[config.mk]
export PLATFORM = sky130hd
export DESIGN_NAME = lvr_ram
export DESIGN_NICKNAME = d
export VERILOG_FILES = /design/src/hw/rtl/lvr_ram.sv
export SDC_FILE = /design/constraint.sdc
export NUM_CORES = 1
export LEC_CHECK = 0
export BUFFER_PORTS_ARGS = -buffer_cell sky130_fd_sc_hd__clkbuf_2
export CORE_UTILIZATION = 39
export DETAILED_ROUTE_END_ITERATION = 10
export GPL_TIMING_DRIVEN = 0
export PLACE_DENSITY = 0.66
export SLEW_MARGIN = 30
export SYNTH_ARGS = -nofsm -noshare
export SYNTH_HDL_FRONTEND = slang
export SYNTH_SLANG_ARGS = --single-unit
[constraint.sdc]
create_clock -name clk -period 4.6 [get_ports clk]
set_input_delay 0.92 -clock clk [delete_from_list [all_inputs] [get_ports clk]]
set_output_delay 0.92 -clock clk [all_outputs]
set_load 0.01 [all_outputs]
[src/hw/rtl/lvr_ram.sv]
// lvr_ram: generic single-clock ram, one write port and one registered read port
// no package dependency
module lvr_ram #(
  parameter int WIDTH = 8,
  parameter int DEPTH = 16
) (
  input  logic                     clk,
  input  logic                     wr_en,
  input  logic [$clog2(DEPTH)-1:0] wr_addr,
  input  logic [WIDTH-1:0]         wr_data,
  input  logic                     rd_en,
  input  logic [$clog2(DEPTH)-1:0] rd_addr,
  output logic [WIDTH-1:0]         rd_data
);

  logic [WIDTH-1:0] mem [DEPTH];

  always_ff @(posedge clk) begin
    if (wr_en) begin
      mem[wr_addr] <= wr_data;
    end
    if (rd_en) begin
      rd_data <= mem[rd_addr];
    end
  end

endmodule

Yosys cells after proc, flatten, opt, wreduce, memory -nomap -nowiden
Memories as Yosys holds them, arrays and structs flattened. A register that Yosys moved wholly into a read port is not among the register bits.
Cells that the tools add are included.
{"block": "totals", "reg_bits": 0, "ramBits": 128, "wordCells": 3, "mem_count": 1}
{"memory": "mem", "depth": 16, "word_bits": 8, "rd": 1, "rd_clocked_by_memory_dff": 1, "wr": 1, "line_no": "16", "source": "logic [WIDTH-1:0] mem [DEPTH];"}
{"block": "op_classes", "n_mux": 2}
{"cell": "two-way mux 1 bit", "count": 2}

Depth between registers and ports, before layout
Gate-level depths: netlist of run 1.
{"block": "depth", "depth_word": 2, "depth_mapped": 5}

Worst setup path before layout of run 1
OpenSTA, ideal clock, no wires.
{"block": "synth_path", "kind": "input port to flip-flop", "start": "input port wr_addr[2]", "end": "memory mem[0][0], enable pin", "setup_time_ns": 0.383, "arrival_ns": 2.030, "setup_slack_ns": 2.187, "stages": 2, "path_buffers": 0, "path_cell_list": "or3b_2 -> nor3_1"}
{"element": "start: declaration", "line_no": "9", "source": "input logic [$clog2(DEPTH)-1:0] wr_addr,"}
{"element": "end: declaration", "line_no": "16"}
Straight into the memory's write port.

Worst setup path after layout of run 1
{"block": "layout_path", "start": "input port wr_addr[2]", "end": "memory mem[2][3], enable pin"}
Straight into the memory's write port.

==> results.py, run 1 <==
metrics = {
    "timing": {
        "min_period_ns": 2.17,
        "timing.hold.ws_ns": 0.765,
        "finalCritPeriodShare_pct": 47.3,
        "finalSetupViolCount": 0,
        "rsz0062_at_grt": "false",
        "fin_ws_ns": 2.43,
        "finClkSkew_ns": 0.00804,
        "finalHoldViolCount": 0,
        "slew_violations": 0,
        "maxSlewHeadroom_pct": 47.2,
        "tns_ns": 0,
        "fmax_mhz": 460,
        "tightestPinTransition_ns": 0.789,
    },
    "worst_setup_path": {
        "critPathKind": "in2reg",
        "crit_path_end_kind": "flop",
        "cp.arrival_ns": 2.21,
        "cp_max_fo": 8,
        "r2r_slack_ns": 2.99,
        "cp.required_ns": 4.63,
        "cp-start-kind": "input pin",
    },
    "synth": {
        "syn_area_um2": 5230,
        "ys_seq_area_share_pct": 78.1,
        "avgSynthCellArea_um2": 22.8,
        "synth_nets": 248,
        "synth_area_leaders": "edfxtp_1 78%, mux4_2 7.8%, mux4_1 7.0%",
        "synth_cell_type_count": 18,
        "syn_inst": 229,
        "ys_ff_latch": 136,
        "yosysWarnings": 0,
        "yosys.area.top_type": "edfxtp_1",
        "netlist.area_leader.share_pct": 78.1,
    },
    "die": {
        "core_area_um2": 12800,
        "dieArea_um2": 13900,
        "io_pins": 27,
        "fp.dieW_um": 118,
        "die_y_um": 118,
        "start_util_pct": 40.8,
        "row_count": 41,
    },
    "min_path": {
        "hold_path.class": "reg2reg",
    },
    "global_route": {
        "gr-total-overflow": 0,
        "grt_pass1_vias": 2431,
        "grt_pass1_wl_um": 14800,
        "antenna_found_initial": 0,
        "grt.total_usage_pct": 15.2,
        "grt_max_degree": 17,
    },
    "final_layout": {
        "final_common_cell": "edfxtp_1",
        "final_nets": 292,
        "layout_common_cells": "136 x edfxtp_1, 25 x clkbuf_2, 18 x mux4_2",
        "fin_area_um2": 6250,
        "diodes": 0,
        "postLayoutCoreUtil_pct": 48.7,
        "drive_gt1_share_pct": 30.1,
        "area_growth_pct": 19.5,
    },
    "power": {
        "leakagePower_nw": 2.08,
        "p_per_area_nw_per_um2": 486,
        "seq_power_share_pct": 46.2,
        "p_int_mw": 2.46,
        "netSwitchingPower_mw": 0.571,
        "vdd_ir_drop_max_v": 0.000252,
        "p_comb_share_pct": 4.4,
        "p_clk_share_pct": 49.4,
        "switching_share_pct": 18.8,
    },
    "flow_run": {
        "max-cap-violations": 0,
    },
    "placed_design": {
        "hpwl_um": 6150,
        "portBuffers": 25,
        "place_area_um2": 5590,
        "place_ws_ns": 2.00,
        "place.gp.congestion": 0.663,
    },
    "routing": {
        "drt_wl_total_um": 9690,
        "vias": 2404,
        "drc": 0,
        "via_per_inst": 5.25,
        "ant_nets": 0,
        "wire_per_inst_um": 21.2,
        "dr.first_iter.drc_count": 183,
        "first_pass_iters": 4,
    },
    "clock_network": {
        "post_cts_buffers": 0,
        "clk_pin_slew_ns": 0.05,
        "h-tree-depth": 4,
        "cts_buffer_depth": 2,
        "cts_resized": 0,
        "clock-root-buffer": "clkbuf_16",
        "clock_sinks": 136,
        "cts_tree": "yes",
        "cts_hold_buf": 0,
        "numCtsBuffers": 17,
        "clock_latency_ns": 0.41,
    },
    "run_status": {
        "status": "finished clean",
    },
}
[final cells by class]
cell class | instances | area [um2]
clock buffer | 19 | 433
timing repair buffer | 25 | 125
sequential | 136 | 4080
multi-input combinational | 83 | 1080
buffer | 10 | 86.3
fill | 1037 | 6580
clock inverter | 13 | 225
tap | 172 | 215
[flip-flops by register name, summed over array words and instances, names as in the netlist]
register and count:
mem 128, rd_data 8
[power groups by stage]
stage | Clock (mW) | Sequential (mW) | Combinational, mW
after floorplan | 0 | 1.43 | 0.0705
after global placement | 0 | 1.43 | 0.130
after detailed placement | 0 | 1.43 | 0.134
after CTS | 1.51 | 1.40 | 0.135
after global routing | 1.57 | 1.40 | 0.144
final | 1.50 | 1.40 | 0.133
[worst paths after layout]
| check | start | endpoint | cells past startpoint |
|---|---|---|---|
| hold / removal | mem[8][4] | rd_data[4] | 3 |
| hold reg to reg | mem[8][4] | rd_data[4] | 3 |
| setup reg to reg | mem[6][0] | rd_data[0] | 3 |
| setup / recovery | wr_addr[2] | mem[2][3] | 3 |
[worst max-delay path, cell delays in order]
cell      delay (ns)
clkbuf_2        0.10
or3b_2          0.55
nor2_1          0.63
[cell usage after synthesis, drive strengths merged]
cell type / count
edfxtp: 136
mux4: 32
a22oi: 16
nor2: 13
nand2: 9
buf: 7
nor3: 4
clkdlybuf4s25: 3
nand2b: 2
nand3b: 2
and2: 1
and2b: 1
nand3: 1
nor2b: 1
or3b: 1
[metal layers]
metal  vias to the layer above  global-route usage, %  part of all wire, %
met3                         6                   4.31                  8.1
met1                      1218                   21.4                   44
li1                       1072                      -                    -
met4                         0                   6.25                  1.0
met2                       108                   22.4                   47
met5                         -                      0                    0
[kinds of logic (layout without fill, tap and decap cells)]
group	Yosys count	count (layout)	share of synthesized area, %
AO/OA/AOI/OAI	16	16	2.30
buffers and inverters	10	67	1.65
flip-flops	136	136	78.1
multiplexers	32	32	14.8
AND/OR/NAND/NOR	35	35	3.14
[stage by stage]
stage | power (mW) | std cells
final | 3.03 | 458
after global routing | 3.12 | 458
after floorplan | 1.50 | 229
after detailed placement | 1.56 | 426
after CTS | 3.05 | 458
after global placement | 1.56 | 426
Note: power is estimated with default switching activity, not from simulation.
==> run 2: changes to the inputs <==
Settings changed: PLACE_DENSITY 0.66 to 0.68.
Clock period 4.6 ns to 1.85 ns, I/O delays scaled along.
==> run 2 against run 1 <==
  * Global-route usage is 0.20 points higher
  * Clock skew fell by 0.0017 ns
  * Clock power grew 140%
  * Sequential share of layout area is 0.092 points higher
  * Largest power group unchanged
==> results.py, run 2 (synthesized netlist as in run 1, its figures left out) <==
metrics = {
    "final_layout": {
        "final_common_cell": "edfxtp_1",
        "layout_common_cells": "136 x edfxtp_1, 25 x clkbuf_2, 18 x mux4_2",
        "diodes": 0,
        "fin_cells": 458,
        "final_nets": 292,
        "fin_area_um2": 6240,
        "reg.largest.list": "mem x128, rd_data x8",
        "top_register": "mem",
        "largest_register_ffs": 128,
        "drive_gt1_share_pct": 31.1,
        "area_growth_pct": 19.3,
        "seqCellArea_um2": 4080,
        "multiInputGateArea_um2": 1080,
        "nFillCells": 1036,
        "postLayoutCoreUtil_pct": 48.6,
    },
    "global_route": {
        "top_usage_layer": "met2",
        "met1_usage_pct": 21.1,
        "antenna_found_initial": 0,
        "grt_max_degree": 17,
        "gr-total-overflow": 0,
        "use_met3_pct": 4.26,
        "grt.total_usage_pct": 15.4,
        "grt_pass1_wl_um": 15000,
        "met2_usage_pct": 23.8,
        "grt_pass1_vias": 2451,
    },
    "worst_setup_path": {
        "rr_worst_depth": 3,
        "max_stage_delay_ns": 0.69,
        "timing.rr.end": "rd_data[0]",
        "cp.arrival_ns": 1.72,
        "path_delay_family": "simple AND/OR/NAND/NOR gates",
        "r2r_slack_ns": 0.24,
        "slowest_stage": "nor2_1",
        "path_buf_inv": 1,
        "cp-start-kind": "input pin",
        "reg2reg_from": "mem[6][0]",
        "cp.required_ns": 1.88,
        "crit_chain": "clkbuf_2, or3b_2, nor2_1",
        "crit_path_end_kind": "flop",
        "cp_max_fo": 8,
        "critPathKind": "in2reg",
    },
    "clock_network": {
        "clock_sinks": 136,
        "cts_resized": 0,
        "cts_hold_buf": 0,
        "numCtsBuffers": 17,
        "h-tree-depth": 4,
        "clock-root-buffer": "clkbuf_16",
        "post_cts_buffers": 0,
        "clock_latency_ns": 0.40,
        "cts_tree": "yes",
        "cts_buffer_depth": 2,
        "clk_pin_slew_ns": 0.06,
    },
    "routing": {
        "ant_nets": 0,
        "first_pass_iters": 5,
        "drt_wl_total_um": 10000,
        "dr.first_iter.drc_count": 175,
        "vias": 2474,
        "via_per_inst": 5.40,
        "drc": 0,
        "wire_per_inst_um": 21.9,
    },
    "min_path": {
        "hold_path.class": "in2reg",
        "holdPathStages": 1,
        "holdPathEnd": "rd_data[7]",
        "hp-start": "rd_en",
    },
    "timing": {
        "slew_violations": 0,
        "finClkSkew_ns": 0.00629,
        "maxSlewHeadroom_pct": 41.8,
        "fmax_mhz": 591,
        "finalHoldViolCount": 0,
        "min_period_ns": 1.69,
        "tns_ns": 0,
        "finalCritPeriodShare_pct": 91.4,
        "finalSetupViolCount": 0,
        "rsz0062_at_grt": "false",
        "tightestPinTransition_ns": 0.870,
    },
    "placed_design": {
        "portBuffers": 25,
        "place_area_um2": 5590,
        "dp_cells": 426,
        "hpwl_um": 6200,
        "place.gp.congestion": 0.675,
    },
    "power": {
        "leakagePower_nw": 2.07,
        "p_per_area_nw_per_um2": 1200,
        "p_total_mw": 7.47,
        "vdd_ir_drop_max_v": 0.000828,
    },
    "die": {
        "dieArea_um2": 13900,
        "start_util_pct": 40.8,
        "fp.dieW_um": 118,
        "row_count": 41,
        "io_pins": 27,
        "die_y_um": 118,
        "core_area_um2": 12800,
    },
    "run_status": {
        "status": "finished clean",
    },
    "flow_run": {
        "max-cap-violations": 0,
    },
}
[run 2: worst register-to-register path, stage by stage (launching register included)]
cell      delay, ns
edfxtp_1       0.36
mux4_1         0.55
a22oi_1        0.31
nand2_1        0.13
[run 2: final cells by class]
class | instances | share of cell area, %
repair buffers | 25 | 2.01
plain buffers | 10 | 1.38
flip-flops and latches | 136 | 65.5
well taps | 172 | 3.45
multi-input cells | 83 | 17.3
clock buffers | 18 | 6.88
clock inverters | 14 | 3.53
[run 2: how the worst max path moves through the flow]
stage                from         end  slack [ns]  depth (start not counted)
3_3_place_gp   wr_addr[2]   mem[8][1]       -0.28                          3
4_1_cts        wr_addr[2]   mem[2][0]        0.15                          3
2_1_floorplan  rd_addr[0]  rd_data[1]        0.20                          5
5_1_grt        wr_addr[2]   mem[3][7]        0.05                          3
6_report       wr_addr[2]   mem[3][0]        0.16                          3
3_5_place_dp   wr_addr[2]   mem[2][2]       -0.28                          3
[run 2: layer usage]
layer | wire length [um] | part of all wire, % | up-vias
li1 | - | - | 1073
met1 | 4490 | 45 | 1282
met2 | 4840 | 48 | 108
met3 | 564 | 5.6 | 11
met4 | 131 | 1.3 | 0
met5 | 0 | 0 | -
[run 2: stage by stage]
stage / hold slack [ns] / worst slack, ns
CTS: 0.306 / 0.146
detailed placement: 0.728 / -0.281
finish: 0.308 / 0.159
global placement: 0.722 / -0.276
global route: 0.328 / 0.0486
floorplan: 0.469 / 0.198
[run 2: report_power, final]
group / leakage [nW] / total (mW) / internal, mW / switching [mW]
Combinational: 0.527 / 0.335 / 0.133 / 0.201
Clock: 0.304 / 3.65 / 2.40 / 1.25
Sequential: 1.24 / 3.49 / 3.47 / 0.0157
Total: 2.07 / 7.47 / 6.01 / 1.46
==> run 3: changes to the inputs <==
Settings changed: BUFFER_PORTS_ARGS -buffer_cell sky130_fd_sc_hd__clkbuf_2 to -buffer_cell sky130_fd_sc_hd__buf_2.
==> run 3 against run 2 <==
  * Register-to-register slack improved by 0.04 ns
  * Worst hold slack got worse by 0.022 ns
  * Non-clock buffer count unchanged
  * Die area unchanged
  * Maximum frequency increased by 1.8%
  * Critical endpoint is now mem[1][5]
  * Largest cell class unchanged
  * Largest power group unchanged
==> results.py, run 3 (synthesized netlist as in run 1, its figures left out) <==
metrics = {
    "run_status": {
        "status": "finished clean",
    },
    "final_layout": {
        "fin_area_um2": 6240,
        "reg.largest.list": "mem x128, rd_data x8",
        "drive_gt1_share_pct": 31.1,
        "top_register": "mem",
        "fin_cells": 458,
        "area_growth_pct": 19.3,
        "layout_common_cells": "136 x edfxtp_1, 28 x buf_2, 18 x mux4_2",
        "final_common_cell": "edfxtp_1",
        "diodes": 0,
        "final_nets": 292,
        "largest_register_ffs": 128,
        "postLayoutCoreUtil_pct": 48.6,
    },
    "die": {
        "row_count": 41,
        "die_y_um": 118,
        "start_util_pct": 40.8,
        "core_area_um2": 12800,
        "dieArea_um2": 13900,
        "io_pins": 27,
        "fp.dieW_um": 118,
    },
    "global_route": {
        "grt.total_usage_pct": 15.2,
        "grt_max_degree": 17,
        "grt_pass1_wl_um": 15000,
        "gr-total-overflow": 0,
        "grt_pass1_vias": 2455,
        "antenna_found_initial": 0,
    },
    "worst_setup_path": {
        "critPathKind": "in2reg",
        "cp.arrival_ns": 1.69,
        "cp.required_ns": 1.88,
        "cp-start-kind": "input pin",
        "cp_max_fo": 8,
        "crit_path_end_kind": "flop",
    },
    "clock_network": {
        "cts_tree": "yes",
        "clock_sinks": 136,
        "cts_buffer_depth": 2,
        "cts_hold_buf": 0,
        "h-tree-depth": 4,
        "clock-root-buffer": "clkbuf_16",
        "cts_resized": 0,
        "numCtsBuffers": 17,
        "clock_latency_ns": 0.41,
        "clk_pin_slew_ns": 0.06,
        "post_cts_buffers": 0,
    },
    "timing": {
        "finalHoldViolCount": 0,
        "slew_violations": 0,
        "min_period_ns": 1.66,
        "fin_ws_ns": 0.189,
        "finClkSkew_ns": 0.00535,
        "finalCritPeriodShare_pct": 89.8,
        "maxSlewHeadroom_pct": 43.7,
        "finalSetupViolCount": 0,
        "fmax_mhz": 602,
        "tightestPinTransition_ns": 0.841,
        "rsz0062_at_grt": "false",
    },
    "power": {
        "switching_share_pct": 19.8,
        "p_comb_share_pct": 4.4,
        "vdd_ir_drop_max_v": 0.000657,
        "p_clk_share_pct": 49.0,
        "netSwitchingPower_mw": 1.49,
        "leakagePower_nw": 2.07,
        "p_per_area_nw_per_um2": 1200,
        "p_int_mw": 6.00,
        "seq_power_share_pct": 46.6,
    },
    "flow_run": {
        "max-cap-violations": 0,
    },
    "placed_design": {
        "place_ws_ns": -0.232,
        "hpwl_um": 6170,
        "place_area_um2": 5590,
        "place.gp.congestion": 0.665,
        "dp_cells": 426,
        "portBuffers": 25,
    },
    "routing": {
        "vias": 2454,
        "via_per_inst": 5.36,
        "drt_wl_total_um": 9840,
        "ant_nets": 0,
        "dr.first_iter.drc_count": 143,
        "first_pass_iters": 4,
        "drc": 0,
        "wire_per_inst_um": 21.5,
    },
    "min_path": {
        "hold_path.class": "in2reg",
    },
}
## run 3: changes by cell type in the layout (fill, tap and decap cells not counted)
cell        change
clkbuf_2       -25
clkinvlp_4      -3
clkinv_2        +1
inv_6           -1
buf_2          +25
clkinv_4        +3
clkinv_1        +1
clkbuf_1        -1
## run 3: path summary, 6_finish.rpt
path	endpoint	start	slack (ns)	cells after the start
setup reg to reg	rd_data[7]	mem[7][7]	0.28	3
hold / removal	rd_data[1]	rd_en	0.29	1
hold reg to reg	rd_data[4]	mem[8][4]	0.77	3
setup / recovery	mem[1][5]	wr_addr[2]	0.19	3
## run 3: layout make-up
class / instances / area (um2)
Sequential cell: 136 / 4080
Fill cell: 1028 / 6590
Multi-Input combinational cell: 83 / 1080
Timing Repair Buffer: 25 / 125
Tap cell: 172 / 215
Buffer: 10 / 86.3
Clock inverter: 15 / 224
Clock buffer: 17 / 425
## run 3: power by group through the flow
| stage | Combinational [mW] | Sequential (mW) | Clock (mW) |
|---|---|---|---|
| 4_1_cts | 0.334 | 3.49 | 3.71 |
| 2_1_floorplan | 0.175 | 3.56 | 0 |
| 5_1_grt | 0.356 | 3.49 | 3.80 |
| 6_report | 0.330 | 3.49 | 3.67 |
| 3_3_place_gp | 0.323 | 3.55 | 0 |
| 3_5_place_dp | 0.332 | 3.55 | 0 |
## run 3: stage by stage
stage	total power, mW	TNS (ns)	hold WS (ns)
after floorplan	3.73	0	0.469
after global placement	3.87	-11.69	0.709
after detailed placement	3.88	-6.61	0.707
after CTS	7.53	0	0.276
after global routing	7.65	0	0.300
final	7.49	0	0.285
## run 3: worst max-delay path: stages
cell    delay, ns
buf_2        0.12
or3b_2       0.53
nor2_1       0.67
## run 3: routing by layer
layer  track usage (%)  part of all wire (%)
met1              20.3                    46
met5                 0                     0
met3              4.75                   5.0
met4              6.49                   1.8
met2              23.2                    48
