**config.mk**
```make
export PLATFORM = sky130hd
export DESIGN_NAME = lvr_div
export DESIGN_NICKNAME = d
export VERILOG_FILES = /design/src/hw/rtl/lvr_div.sv
export SDC_FILE = /design/constraint.sdc
export NUM_CORES = 1
export LEC_CHECK = 0
export BUFFER_PORTS_ARGS = -buffer_cell sky130_fd_sc_hd__buf_2
export CORE_MARGIN = 2
export CORE_UTILIZATION = 60
export CTS_CLUSTER_DIAMETER = 200
export CTS_CLUSTER_SIZE = 20
export DETAILED_ROUTE_END_ITERATION = 10
export PLACE_DENSITY = 0.94
export RECOVER_POWER = 100
export SLEW_MARGIN = 10
export SYNTH_ARGS = -nofsm -noshare
export SYNTH_HDL_FRONTEND = slang
export SYNTH_SLANG_ARGS = --single-unit
```
**constraint.sdc**
```tcl
create_clock -name clk -period 7.1 [get_ports clk]
set_clock_uncertainty 0.15 [all_clocks]
set_input_delay 1.775 -clock clk [delete_from_list [all_inputs] [get_ports clk]]
set_output_delay 1.775 -clock clk [all_outputs]
set_load 0.01 [all_outputs]
```
**src/hw/rtl/lvr_div.sv**
```systemverilog
// lvr_div: restoring unsigned divider, one quotient bit per cycle
// no package dependency; width handed down from the top level
module lvr_div #(
  parameter int W = 11
) (
  input  logic         clk,
  input  logic         rst,
  input  logic         start,
  input  logic [W-1:0] dividend,
  input  logic [W-1:0] divisor,
  output logic         done,
  output logic [W-1:0] quotient
);

  localparam int STEP_W = $clog2(W + 1);

  logic              active;
  logic [STEP_W-1:0] steps;
  logic [W-1:0]      rem;
  logic [W-1:0]      quo;
  logic [W-1:0]      dvs;
  logic [W:0]        rem_shift;
  logic              fits;

  assign rem_shift = {rem, quo[W-1]};
  assign fits      = rem_shift >= {1'b0, dvs};
  assign done      = active && (steps == '0);
  assign quotient  = quo;

  always_ff @(posedge clk) begin
    if (rst) begin
      active <= 1'b0;
      steps  <= '0;
    end else if (start) begin
      active <= 1'b1;
      steps  <= STEP_W'(W);
    end else if (active) begin
      if (steps == '0) begin
        active <= 1'b0;
      end else begin
        steps <= steps - STEP_W'(1);
      end
    end
  end

  always_ff @(posedge clk) begin
    if (start) begin
      rem <= '0;
      quo <= dividend;
      dvs <= divisor;
    end else if (active && (steps != '0)) begin
      if (fits) begin
        rem <= W'(rem_shift - {1'b0, dvs});
      end else begin
        rem <= rem_shift[W-1:0];
      end
      quo <= {quo[W-2:0], fits};
    end
  end

endmodule

```
After elaboration in Yosys (flattened, before gate mapping)
Cells that the tools add are included.
{"block": "word_totals", "out_inout_bits": 12, "reg_bits": 38, "input_bits": 25}
{"block": "op_classes", "eq_ne": 1, "n_bitwise": 1, "order_cmp": 1, "mux": 9, "n_addsub": 2, "n_reduce_logical": 9}
{"cell": "$mux 11", "count": 3}
{"cell": "$ge 12x11->1", "count": 1}
{"cell": "$mux 4", "count": 3}
{"cell": "$sub 11x11->11", "count": 1}
{"cell": "$logic_not 4->1", "count": 1}
{"cell": "$reduce_and 2->1", "count": 2}
{"cell": "$reduce_bool 2->1", "count": 2}
{"cell": "$reduce_bool 4->1", "count": 1}
{"cell": "$sub 4x1->4 const B", "count": 1}
{"cell": "$mux 1", "count": 3}
{"cell": "$logic_and 1x1->1", "count": 2}
{"cell": "$ne 2x2->1 const B", "count": 1}
{"cell": "$reduce_or 2->1", "count": 1}
{"cell": "$not 1->1", "count": 1}

Logic depth before layout (Yosys ltp)
Gate-level depths: netlist of the first run.
{"block": "logic_depth", "word_depth": 4, "ltp_mapped": 10}

Worst setup path after synthesis of the first run
OpenSTA, ideal clock, no wires.
{"block": "synth_path", "path_kind": "register to output", "start": "register steps[0]", "end": "output port done", "t_required_ps": 5175, "stages_incl_launch_ff": 5, "slack_ps": 4242, "arrival_ps": 933, "cell_sequence": "dfxtp_1 inv_1 ha_1 nand2b_1 nor3b_1"}
{"block": "synth_between", "elab_chain_len": 2}
{"item": "start: declaration", "line_no": "18", "text": "logic [STEP_W-1:0] steps;"}
{"item": "start signal: assignment", "line_no": "36", "text": "steps <= STEP_W'(W);"}
{"item": "start signal: assignment", "line_no": "41", "text": "steps <= steps - STEP_W'(1);"}
{"item": "$logic_not 4->1", "line_no": "27", "text": "assign done = active && (steps == '0);"}
{"item": "$logic_and 1x1->1", "line_no": "27"}
{"item": "end: declaration", "line_no": "11", "text": "output logic done,"}
Every way passes these cells.

Worst setup path in the final report of the first run
{"block": "layout_path", "start": "input port start", "end": "register quo[6] (netlist: quotient[6]), enable pin"}
{"block": "layout_between", "elab_chain_len": 1}
{"item": "start: declaration", "line_no": "8", "text": "input logic start,"}
{"item": "$reduce_bool 2->1 (no source line)"}
{"item": "end signal: assignment", "line_no": "49", "text": "quo <= dividend;"}
{"item": "end signal: assignment", "line_no": "57", "text": "quo <= {quo[W-2:0], fits};"}
{"item": "end: declaration", "line_no": "20", "text": "logic [W-1:0] quo;"}
Every way passes these cells.
A chain may end at the register's enable or synchronous reset.

==> results, run 1 <==
- The pre-CTS setup slack is 3.46 ns.
- Synthesis handed over a netlist of 200 instances.
- edfxtp_1 takes more of the synthesized area than any other cell.
- The number of iterations in the first detailed-routing pass is 4.
- The count of yosys warnings during synthesis is 0.
- The final reports fail on max-capacitance violations, max-slew violations.
- The routed length per placed instance is 15.9 um.
- In this run, synthesis produced a sequential element count of 38.
- For this run, the post-layout net count is 274.
- The I/O pin count is 37.
- The startpoint of the tightest hold check path is rem[4]$_SDFFE_PP0P_.
- The average footprint of a synthesized cell is 10.9 sq um.
- The worst reg-to-reg setup slack is 3.83 ns.
- The power per cell area is 214 nW/um^2.
- The floorplan has 21 rows.
- The distinct cell type count after synthesis is 53.
- The number of antenna diodes in the final layout is 0.
- Entering global routing, the biggest net connects 34 pins.
- The number of endpoints with negative hold slack in the final report is 0.
- Once detail routing completed, the nets flagged for antenna violations numbered 0.
- For this block, the via count after detailed routing is 1661.
- The detailed placement HPWL is 3320 um.
- Global routing finished with a remaining overflow of 0.
- The worst hold path class is reg -> reg.
- The count of hold-fix buffers inserted at cts is 0.
- From synthesis to final layout, the design area changed by 9.50%.
- The share of the synthesized area in the top cell type is 0.302.
- The worst hold path depth is 2.
- The clock transition at the registers of the reported paths is 0.12 ns.
- The number of violations reported at the end of detailed-routing iteration 0 is 133.
- The count of H-tree levels built during CTS is 2.
- The total routed wirelength is 4480 um.
- Setup violations remaining at the end of the flow were counted as 0.
- The clock tree from TritonCTS is built.
- Counting flops with an async set or reset pin after synthesis yields a share of 0.
- The congestion estimate from routability-driven global placement came to 0.908.
- The worst path meets setup with 2.99 ns of slack.
- The type of destination of the critical path is a register.
- The final-report max-slew violation count came to 34.
- The worst register-to-register path begins at quotient[10]$_DFFE_PP_.
- The via count of the first global-routing pass is 1635.
- The post-placement cell count is 274.
- The die height is 64.4 um.
- The post-synth design cell area is 2190 sq um.
- The required arrival time at the worst endpoint is 6.98 ns.
- Setup repair after global routing left no endpoint under its margin.
- The first-pass GRT wire length is 7630 um.
- Port buffering added 36 buffers.
- The cell sitting at the root of the clock tree is a clkbuf_4.
- For the worst-skew pair, the clock arrives at the later sink with an insertion delay of 0.37 ns.
- The number of cells on the worst reg-to-reg path is 9.
- After synthesis, the most frequently instantiated cells are edfxtp_1 (22), dfxtp_1 (16), inv_1 (15).
- The leakage power is 0.000967 uW.
- The worst hold path endpoint is rem[5]$_SDFFE_PP0P_.
- The most common cell in the netlist is edfxtp_1.
- The category of the most critical setup path is in -> reg.
- The kind of start point of the critical path is a primary input.
- The sequential-to-total area share from yosys stat is 0.449.
- The core region is 3420 sq um.
- The number of flops mapped to enable cells by yosys is 22.
- The max-slew headroom at the worst pin is -0.112.
- The clock drives 38 sinks.
- The clock tree buffer depth is 2.
- Sorting the synthesized cells by area gives the leading types as edfxtp_1 (30%), dfxtp_1 (15%), ha_1 (7.4%).
- Of the available clock period, the critical path in the final layout requires 0.580.
- In the global route stage, overall resource usage came out at 0.243.
- The die covers 4140 sq um.
- Max-cap violations in this run came to 1.
- The shortest clock period the worst path allows after layout is 4.11 ns.
- The number of antenna violations at the first check in global routing is 0.
- The fill cell total of the finished layout is 250.
- For the final routed database, the setup TNS stands at 0 ns.
- The flow ran to the end, but the final reports show violations.
- Data on the critical path arrives at its endpoint at 3.99 ns.
- The net count after synthesis is 239.
- Timing would allow up to 243 MHz.
- The highest ir drop seen on vdd is 0.179 mV.
- In the routed design, unresolved DRC markers number 0.
- For the pin with the worst max-slew slack, the measured transition is 1.67 ns.
- Along the worst path, the maximum fanout reaches 33.
- The endpoint of the worst-slack reg-to-reg timing path is rem[0]$_SDFFE_PP0P_.
- The end-of-flow core utilization is 0.701.
- After detailed routing, the number of vias per cell comes to 5.89.
- Excluding fillers, the count of instances in the completed layout stands at 282.
- For this configuration, the core starts out at a cell density of 0.640.
- Gates resized during post-CTS repair numbered 0.
- Among all flip-flop cells after synthesis, the most frequent one is edfxtp_1.
- The die is 64.4 um wide.
- The number of buffers inserted to repair setup after CTS is 0.
- Counting the buffers created by CTS gives 5.
- In the final layout, the share of cells above drive strength 1 is 0.212.
-- state kept, by name (all words and copies together) (netlist names) --
| register | cells |
|---|---|
| dvs | 11 |
| quotient | 11 |
| rem | 11 |
| steps | 4 |
| active | 1 |
-- power by group --
group | internal (uW) | leakage, uW | switching [uW]
clock network | 36.8 | 0.0000286 | 74.1
registers | 255 | 0.000349 | 12.0
logic | 57.4 | 0.000589 | 76.3
total | 350 | 0.000967 | 162
-- layout make-up --
| class | instances | area [sq um] | area share |
|---|---|---|---|
| clock buffer | 5 | 37.5 | 0.0157 |
| clock inverter | 3 | 16.3 | 0.00680 |
| timing repair buffer | 37 | 171 | 0.0716 |
| inverter | 15 | 56.3 | 0.0235 |
| sequential | 38 | 981 | 0.410 |
| multi-input combinational | 138 | 1070 | 0.449 |
| tap | 46 | 57.6 | 0.0240 |
-- placed cells by master (no fill, tap or decap), types with 5 or more instances in the layout --
cell and n:
xnor2_1 8, nand2_1 12, nor2_1 8, ha_1 13, and3_1 5, inv_1 15
clkbuf_4 5, o21ai_0 8, o21a_1 5, edfxtp_1 22, clkbuf_1 13, mux2_2 10
buf_2 23, a21oi_1 10, dfxtp_1 16
-- worst max path at each step --
| stage | from | to |
|---|---|---|
| global route | start | quotient[4]$_DFFE_PP_ |
| floorplan | steps[0]$_SDFFE_PP0P_ | done |
| finish | start | quotient[6]$_DFFE_PP_ |
| CTS | steps[0]$_SDFFE_PP0P_ | done |
| detailed placement | start | quotient[7]$_DFFE_PP_ |
| global placement | start | quotient[6]$_DFFE_PP_ |
-- logic make-up (layout without fill, tap and decap cells) --
group	Yosys count	in the layout	share of synthesized area
AOI/OAI and AO/OA	49	49	0.176
xor gates and xnor gates	8	8	0.0321
adders and majority gates	14	14	0.0836
buffers and inverters	24	60	0.0555
DFF	38	38	0.449
muxes	13	13	0.0664
and+or+nand+nor	54	54	0.137
-- critical path, cell delays in order --
cell and delay, ns:
clkbuf_1 1.18, inv_1 0.53, nand2_1 0.50
-- per-stage QoR --
step / instance area [sq um] / power (uW) / hold slack [ns]
2_1_floorplan: 2190 / 373 / 0.318
6_report: 2390 / 512 / 0.399
3_3_place_gp: 2370 / 401 / 0.350
4_1_cts: 2420 / 515 / 0.395
3_5_place_dp: 2370 / 407 / 0.374
5_1_grt: 2390 / 538 / 0.422
-- metal layers --
metal	track usage	share of wire	up-vias
met5	0	0	-
met2	0.422	0.51	49
met1	0.300	0.43	795
met3	0.0634	0.046	9
li1	-	-	808
met4	0.0638	0.013	0
(Power assumes the default switching activity.)
==> inputs of run 2 (changes only) <==
--- a/config.mk
+++ b/config.mk
@@ -7,11 +7,11 @@
 export LEC_CHECK = 0
 export BUFFER_PORTS_ARGS = -buffer_cell sky130_fd_sc_hd__buf_2
 export CORE_MARGIN = 2
-export CORE_UTILIZATION = 60
+export CORE_UTILIZATION = 50
 export CTS_CLUSTER_DIAMETER = 200
 export CTS_CLUSTER_SIZE = 20
 export DETAILED_ROUTE_END_ITERATION = 10
-export PLACE_DENSITY = 0.94
+export PLACE_DENSITY = 0.85
 export RECOVER_POWER = 100
 export SLEW_MARGIN = 10
 export SYNTH_ARGS = -nofsm -noshare
==> constraint.sdc (replaced) <==
create_clock -name clk -period 3.6 [get_ports clk]
set_clock_uncertainty 0.15 [all_clocks]
set_input_delay 0.9 -clock clk [delete_from_list [all_inputs] [get_ports clk]]
set_output_delay 0.9 -clock clk [all_outputs]
set_load 0.01 [all_outputs]
==> results, run 2 (synthesized netlist as in run 1, its figures left out) <==
- Timing analysis after detailed placement gives a worst setup slack of 0.819 ns.
- Across the run, the number of max-cap violations was 1.
- In the layout the commonest cells are buf_2 (23), edfxtp_1 (22), dfxtp_1 (16).
- The number of nets still failing antenna checks after routing is 0.
- The number of failing setup endpoints in the final timing report is 0.
- The worst stage delay on the critical path is 0.48 ns.
- The startpoint identified for the worst hold timing path is rem[4]$_SDFFE_PP0P_.
- The leftover overflow at the end of global routing is 0.
- The number of antenna violations at the first check in global routing came to 0.
- The initial utilization of the core area, before any placement, comes to 0.509.
- Once the clock tree was built, the resizer swapped 0 gates to a different size.
- Wires add up to 4340 um.
- The leakage power is 0.000982 uW.
- For this block, the initial DRC count from the detailed router was 70.
- The setup path with the least slack is of type reg -> reg.
- The kind of start point of the critical path is a register.
- TritonCTS built the clock tree.
- The critical path goes through inv_1 > ha_1 > fa_1 > and2b_1 > o311ai_0 > a21oi_1 > a21oi_2 > mux2_1 > a211oi_1.
- The die covers 4920 sq um.
- Entering global routing, the biggest net connects 33 pins.
- The via count of the first global-routing pass is 1587.
- After routing the design area is 2420 sq um.
- In this run the critical register-to-register path is captured at rem[0]$_SDFFE_PP0P_.
- The power per cell area is 453 nW/um^2.
- The final reports fail on max-capacitance violations, max-slew violations.
- During placement, the flow inserted port buffers numbering 36.
- For this run, the detailed router's first-pass iteration total came to 4.
- The die height is 70.1 um.
- For this run, global-route usage on met1 was measured as 0.241.
- The area growth from synthesis to layout is 10.9%.
- The arrival time of data at the critical path endpoint is 3.02 ns.
- Counting both buffers and inverters, the worst setup path holds a total of 1.
- The worst setup path is captured at a register.
- Derived from the worst setup path, the maximum achievable clock frequency is 337 MHz.
- The accumulated negative setup slack is 0 ns.
- The worst register-to-register path has a setup slack of 0.63 ns.
- On the critical path the largest part of the delay comes from compound AO/OA/AOI/OAI gates.
- In this run the horizontal extent of the chip is 70.1 um.
- Clock tree synthesis selected as its root buffer the cell clkbuf_8.
- The final-report max-slew violation count is 33.
- The flow ran to the end, but the final reports show violations.
- For the pin with the worst max-slew slack, the measured transition is 1.63 ns.
- The routability congestion estimate from global placement is 0.933.
- The worst hold path depth is 2.
- The tightest min-delay check is of the reg -> reg type.
- The total design power is 1100 uW.
- For this block, the via count after detailed routing is 1638.
- Fill cells in the final layout number 380.
- Of the available clock period, the critical path in the final layout requires 0.824.
- The setup slack after layout is 0.634 ns.
- The final net count is 275.
- The clock transition at the registers of the reported paths is 0.07 ns.
- For this run, global-route usage on met3 was measured as 0.0375.
- The most common cell after layout, fill and taps aside is buf_2.
- The worst hold path terminates at rem[5]$_SDFFE_PP0P_.
- The met2 layer usage reported by global route is 0.299.
- The number of buffers inserted to repair setup after CTS is 0.
- The layer carrying the most global-route usage is met2.
- Counting buffers and inverters, the worst setup path is 9 cells deep.
- The placeable core region is 4290 sq um.
- In the global route stage, overall resource usage came out at 0.188.
- The critical-path maximum fanout is 11.
- The I/O pin count is 37.
- In this run the cell area measured after placement is 2380 sq um.
- The number of endpoints with negative hold slack in the final report is 0.
- The clock tree buffer depth is 2.
- The clock insertion delay at the later pin of the skew report is 0.31 ns.
- CTS built an H-tree with a depth of 2.
- In the routed design, unresolved DRC markers number 0.
- The number of clock buffers inserted by TritonCTS is 5.
- The highest ir drop seen on vdd is 0.295 mV.
- The routed length per placed instance is 15.0 um.
- The first-pass GRT wire length is 7200 um.
- The slowest stage of the critical path is the a21oi_2 cell.
- The proportion of layout cells with a drive suffix above 1 is 0.203.
- Using the TritonRoute via totals, the vias-per-cell ratio works out to 5.67.
- The count of hold-fix buffers inserted at cts is 0.
- The reg-to-reg startpoint is quotient[10]$_DFFE_PP_.
- The number of cell instances on the worst register-to-register path is 9.
- The detailed placement HPWL is 3150 um.
- The number of rows created at floorplan is 24.
- The total clock sinks is 38.
- Setup repair after global routing left no endpoint under its margin.
- The routed design could run at a clock period as short as 2.97 ns.
- The max-slew headroom at the worst pin is -0.0861.
- 0 antenna diodes ended up in the layout.
- STA puts the critical path data required time at 3.65 ns.
run 2: how the worst max path moves through the flow:
stage / start / to / slack, ns
2_1_floorplan: quotient[10]$_DFFE_PP_ / rem[0]$_SDFFE_PP0P_ / 1.18
3_3_place_gp: quotient[10]$_DFFE_PP_ / rem[0]$_SDFFE_PP0P_ / 0.94
3_5_place_dp: quotient[10]$_DFFE_PP_ / rem[0]$_SDFFE_PP0P_ / 0.82
4_1_cts: quotient[10]$_DFFE_PP_ / rem[0]$_SDFFE_PP0P_ / 0.80
5_1_grt: quotient[10]$_DFFE_PP_ / rem[0]$_SDFFE_PP0P_ / 0.40
6_report: quotient[10]$_DFFE_PP_ / rem[0]$_SDFFE_PP0P_ / 0.63
run 2: report_power, final:
group / switching [uW] / internal, uW / total [uW]
sequential: 21.7 / 504 / 526
combinational: 146 / 111 / 257
clock: 162 / 154 / 316
run 2: metrics by stage:
step / hold WS [ns] / cells / utilization
after global routing: 0.389 / 289 / 0.564
after global placement: 0.339 / 281 / 0.554
after detailed placement: 0.344 / 281 / 0.554
after floorplan: 0.318 / 200 / -
after CTS: 0.356 / 289 / 0.577
final: 0.355 / 289 / 0.564
run 2: area by class of cell:
type / count / area, sq um / share of cell area
Clock buffer: 6 / 82.6 / 0.0341
Tap cell: 52 / 65.1 / 0.0268
Multi-Input combinational cell: 138 / 1050 / 0.435
Sequential cell: 38 / 981 / 0.405
Inverter: 15 / 56.3 / 0.0232
Clock inverter: 2 / 12.5 / 0.00516
Timing Repair Buffer: 38 / 171 / 0.0707
run 2: tightest hold or removal path: stages (launching register included):
cell and delay, ns:
dfxtp_1 0.33, nand2_1 0.06, a311oi_1 0.07
run 2: routing by layer:
layer / part of all wire / vias up
li1: - / 812
met1: 0.45 / 777
met2: 0.49 / 42
met3: 0.042 / 7
met4: 0.023 / 0
met5: 0 / -
==> inputs of run 3 (changes only) <==
==> constraint.sdc (replaced) <==
create_clock -name clk -period 2.6 [get_ports clk]
set_clock_uncertainty 0.15 [all_clocks]
set_input_delay 0.65 -clock clk [delete_from_list [all_inputs] [get_ports clk]]
set_output_delay 0.65 -clock clk [all_outputs]
set_load 0.01 [all_outputs]
==> results, run 3 (synthesized netlist as in run 1, its figures left out) <==
- The flow ran to the end, and the final reports show no timing, DRC or antenna violations.
- The count of cells in the finished layout, fillers not included, comes to 295.
- The cell with the largest stage delay on the worst path is edfxtp_1.
- The net count of the finished layout is 281.
- In this run the count of I/O pins placed on the die edge is 37.
- The accumulated negative setup slack is 0 ns.
- Once detail routing completed, the nets flagged for antenna violations numbered 0.
- Input and output buffers added on the ports amount to 36.
- The root cell of the clock tree is clkbuf_8.
- The leakage power is 0.00102 uW.
- In this run the number of cells on the critical path is 10.
- Across the run, the number of max-cap violations was 0.
- The clock insertion delay at the later pin of the skew report is 0.29 ns.
- For this configuration, the core starts out at a cell density of 0.509.
- The post-placement cell count is 284.
- The layout has 349 filler cells.
- Dividing the final minimum period by the clock period gives 0.949.
- Leaving out fill and tap cells, the most frequent cells in the layout are buf_2 (23), edfxtp_1 (22), dfxtp_1 (16), clkbuf_1 (16), inv_1 (14).
- The total clock sinks is 38.
- At the end of the flow the core is filled with cells to 0.596.
- The most common cell after layout, fill and taps aside is buf_2.
- Along the worst path, the maximum fanout reaches 8.
- The all-layer global routing usage is 0.190.
- The category of the most critical setup path is reg -> reg.
- The final-report max-slew violation count is 0.
- The clock tree buffer depth is 2.
- For this design the ratio of total power to cell area is 617 nW/um^2.
- The maximum number of pins on one net before global-route repair is 33.
- The count of buffer and inverter cells on the critical path is 2.
- Counting I/O delays and the setup requirement, the final critical path takes 2.47 ns.
- The repair_antennas step left the layout with diodes totalling 0.
- The top achievable clock speed is 405 MHz.
- The number of endpoints with negative hold slack in the final report is 0.
- The worst stage delay on the critical path is 0.42 ns.
- The via count of the first global-routing pass came to 1606.
- The cell with the most instances on the worst path is a21oi_2.
- For this block, the via count after detailed routing is 1691.
- The worst-case IR drop observed on VDD is 0.467 mV.
- Setup repair after global routing left no endpoint under its margin.
- The type of destination of the critical path is a register.
- The routability congestion estimate from global placement is 0.904.
- The first routing iteration left 110 violations.
- After clock tree synthesis, the clock-pin slew on the worst setup and hold paths is 0.07 ns.
- The post-synthesis to final-layout area growth is 17.1%.
- The region available for standard cell placement spans 4290 sq um.
- STA classifies the critical path startpoint as a register.
- The die height is 70.1 um.
- After detailed routing, the average wire length per cell comes to 15.1 um.
- The horizontal die dimension is 70.1 um.
- Before antenna repair, the detailed router went through 4 iterations.
- CTS built an H-tree with a depth of 2.
- The transition time at the pin with the least slew margin is 0.520 ns.
- Measured in cells, the most critical reg-to-reg path has a length of 10.
- The detailed placement HPWL is 3240 um.
- For this block, the routed nets add up to 4470 um of wire.
- Data arrives at the worst endpoint at 2.48 ns.
- The completed layout was analyzed and its total power is 1580 uW.
- Counting the buffers created by CTS gives 5.
- The overall die area is 4920 sq um.
- TritonCTS built the clock tree.
- Traced cell by cell, the critical path runs through ha_4 > fa_2 > and2b_2 > o311ai_4 > a21oi_2 > a21oi_2 > buf_12 > clkbuf_4 > a31oi_1 > o22ai_1.
- Setup violations remaining at the end of the flow were counted as 0.
- Headroom to the max-slew limit came out at 0.653.
- The path class of the tightest hold or removal check is reg -> reg.
- In the routed design, unresolved DRC markers number 0.
- The number of rows created at floorplan is 24.
- Of the cells placed in the final design, the portion with a size suffix greater than 1 is 0.255.
- Summed over all layers, the global routing overflow is 0.
- The number of antenna violations at the first check in global routing came to 0.
- Dividing the detail-routed via count by the number of cells gives 5.73.
- On the critical path the largest part of the delay comes from compound AO/OA/AOI/OAI gates.
- The worst hold path depth is 2.
- Data on the critical path is required at its endpoint by 2.61 ns.
- The first-pass GRT wire length is 7460 um.
-- run 3: layout make-up --
cell class | instances | area [sq um] | area share
Multi-Input combinational cell | 138 | 1130 | 0.440
Sequential cell | 38 | 981 | 0.383
Timing Repair Buffer | 44 | 229 | 0.0894
Clock buffer | 7 | 97.6 | 0.0381
Tap cell | 52 | 65.1 | 0.0254
Inverter | 15 | 56.3 | 0.0220
Clock inverter | 1 | 3.75 | 0.00147
-- run 3: repair_timing --
| action | CTS | global route |
|---|---|---|
| setup buffers | 0 | 3 |
| hold buffers | 0 | 0 |
| gates resized for setup | 0 | 10 |
| setup endpoints to repair | 0 | 8 |
-- run 3: metrics by stage --
step                      setup WS (ns)  instance area [sq um]  hold WS (ns)
final                             0.132                   2560         0.363
after global routing             0.0252                   2560         0.375
after global placement            0.176                   2420         0.341
after CTS                        0.0775                   2520         0.364
after detailed placement         0.0951                   2420         0.354
after floorplan                   0.182                   2190         0.318
-- run 3: worst reg2reg max path: cells and delay by family, from the launching register on --
family | cells | cell delay [ns]
AOI/OAI and AO/OA | 5 | 0.70
buffers and inverters | 2 | 0.28
adders and majority gates | 2 | 0.52
DFF | 1 | 0.42
and+or+nand+nor | 1 | 0.27
-- run 3: per-layer routing --
layer  vias up  share of wire  global-route usage  routed length [um]
met2        52           0.48               0.304                2160
met4         0          0.026              0.0833                 118
met5         -              0                   0                   0
li1        821              -                   -                   -
met1       806           0.44               0.250                1970
met3        12          0.048              0.0390                 214
-- run 3: where the power goes --
part,switching [uW],internal (uW)
Combinational,224,182
Sequential,31.3,698
Clock,200,244
Total,455,1120
-- run 3: path summary, 6_finish.rpt --
check	start	endpoint	slack, ns
setup / recovery	dvs[0]$_DFFE_PP_	rem[3]$_SDFFE_PP0P_	0.13
hold / removal	rem[4]$_SDFFE_PP0P_	rem[5]$_SDFFE_PP0P_	0.36
setup reg to reg	dvs[0]$_DFFE_PP_	rem[3]$_SDFFE_PP0P_	0.13
hold reg to reg	rem[4]$_SDFFE_PP0P_	rem[5]$_SDFFE_PP0P_	0.36
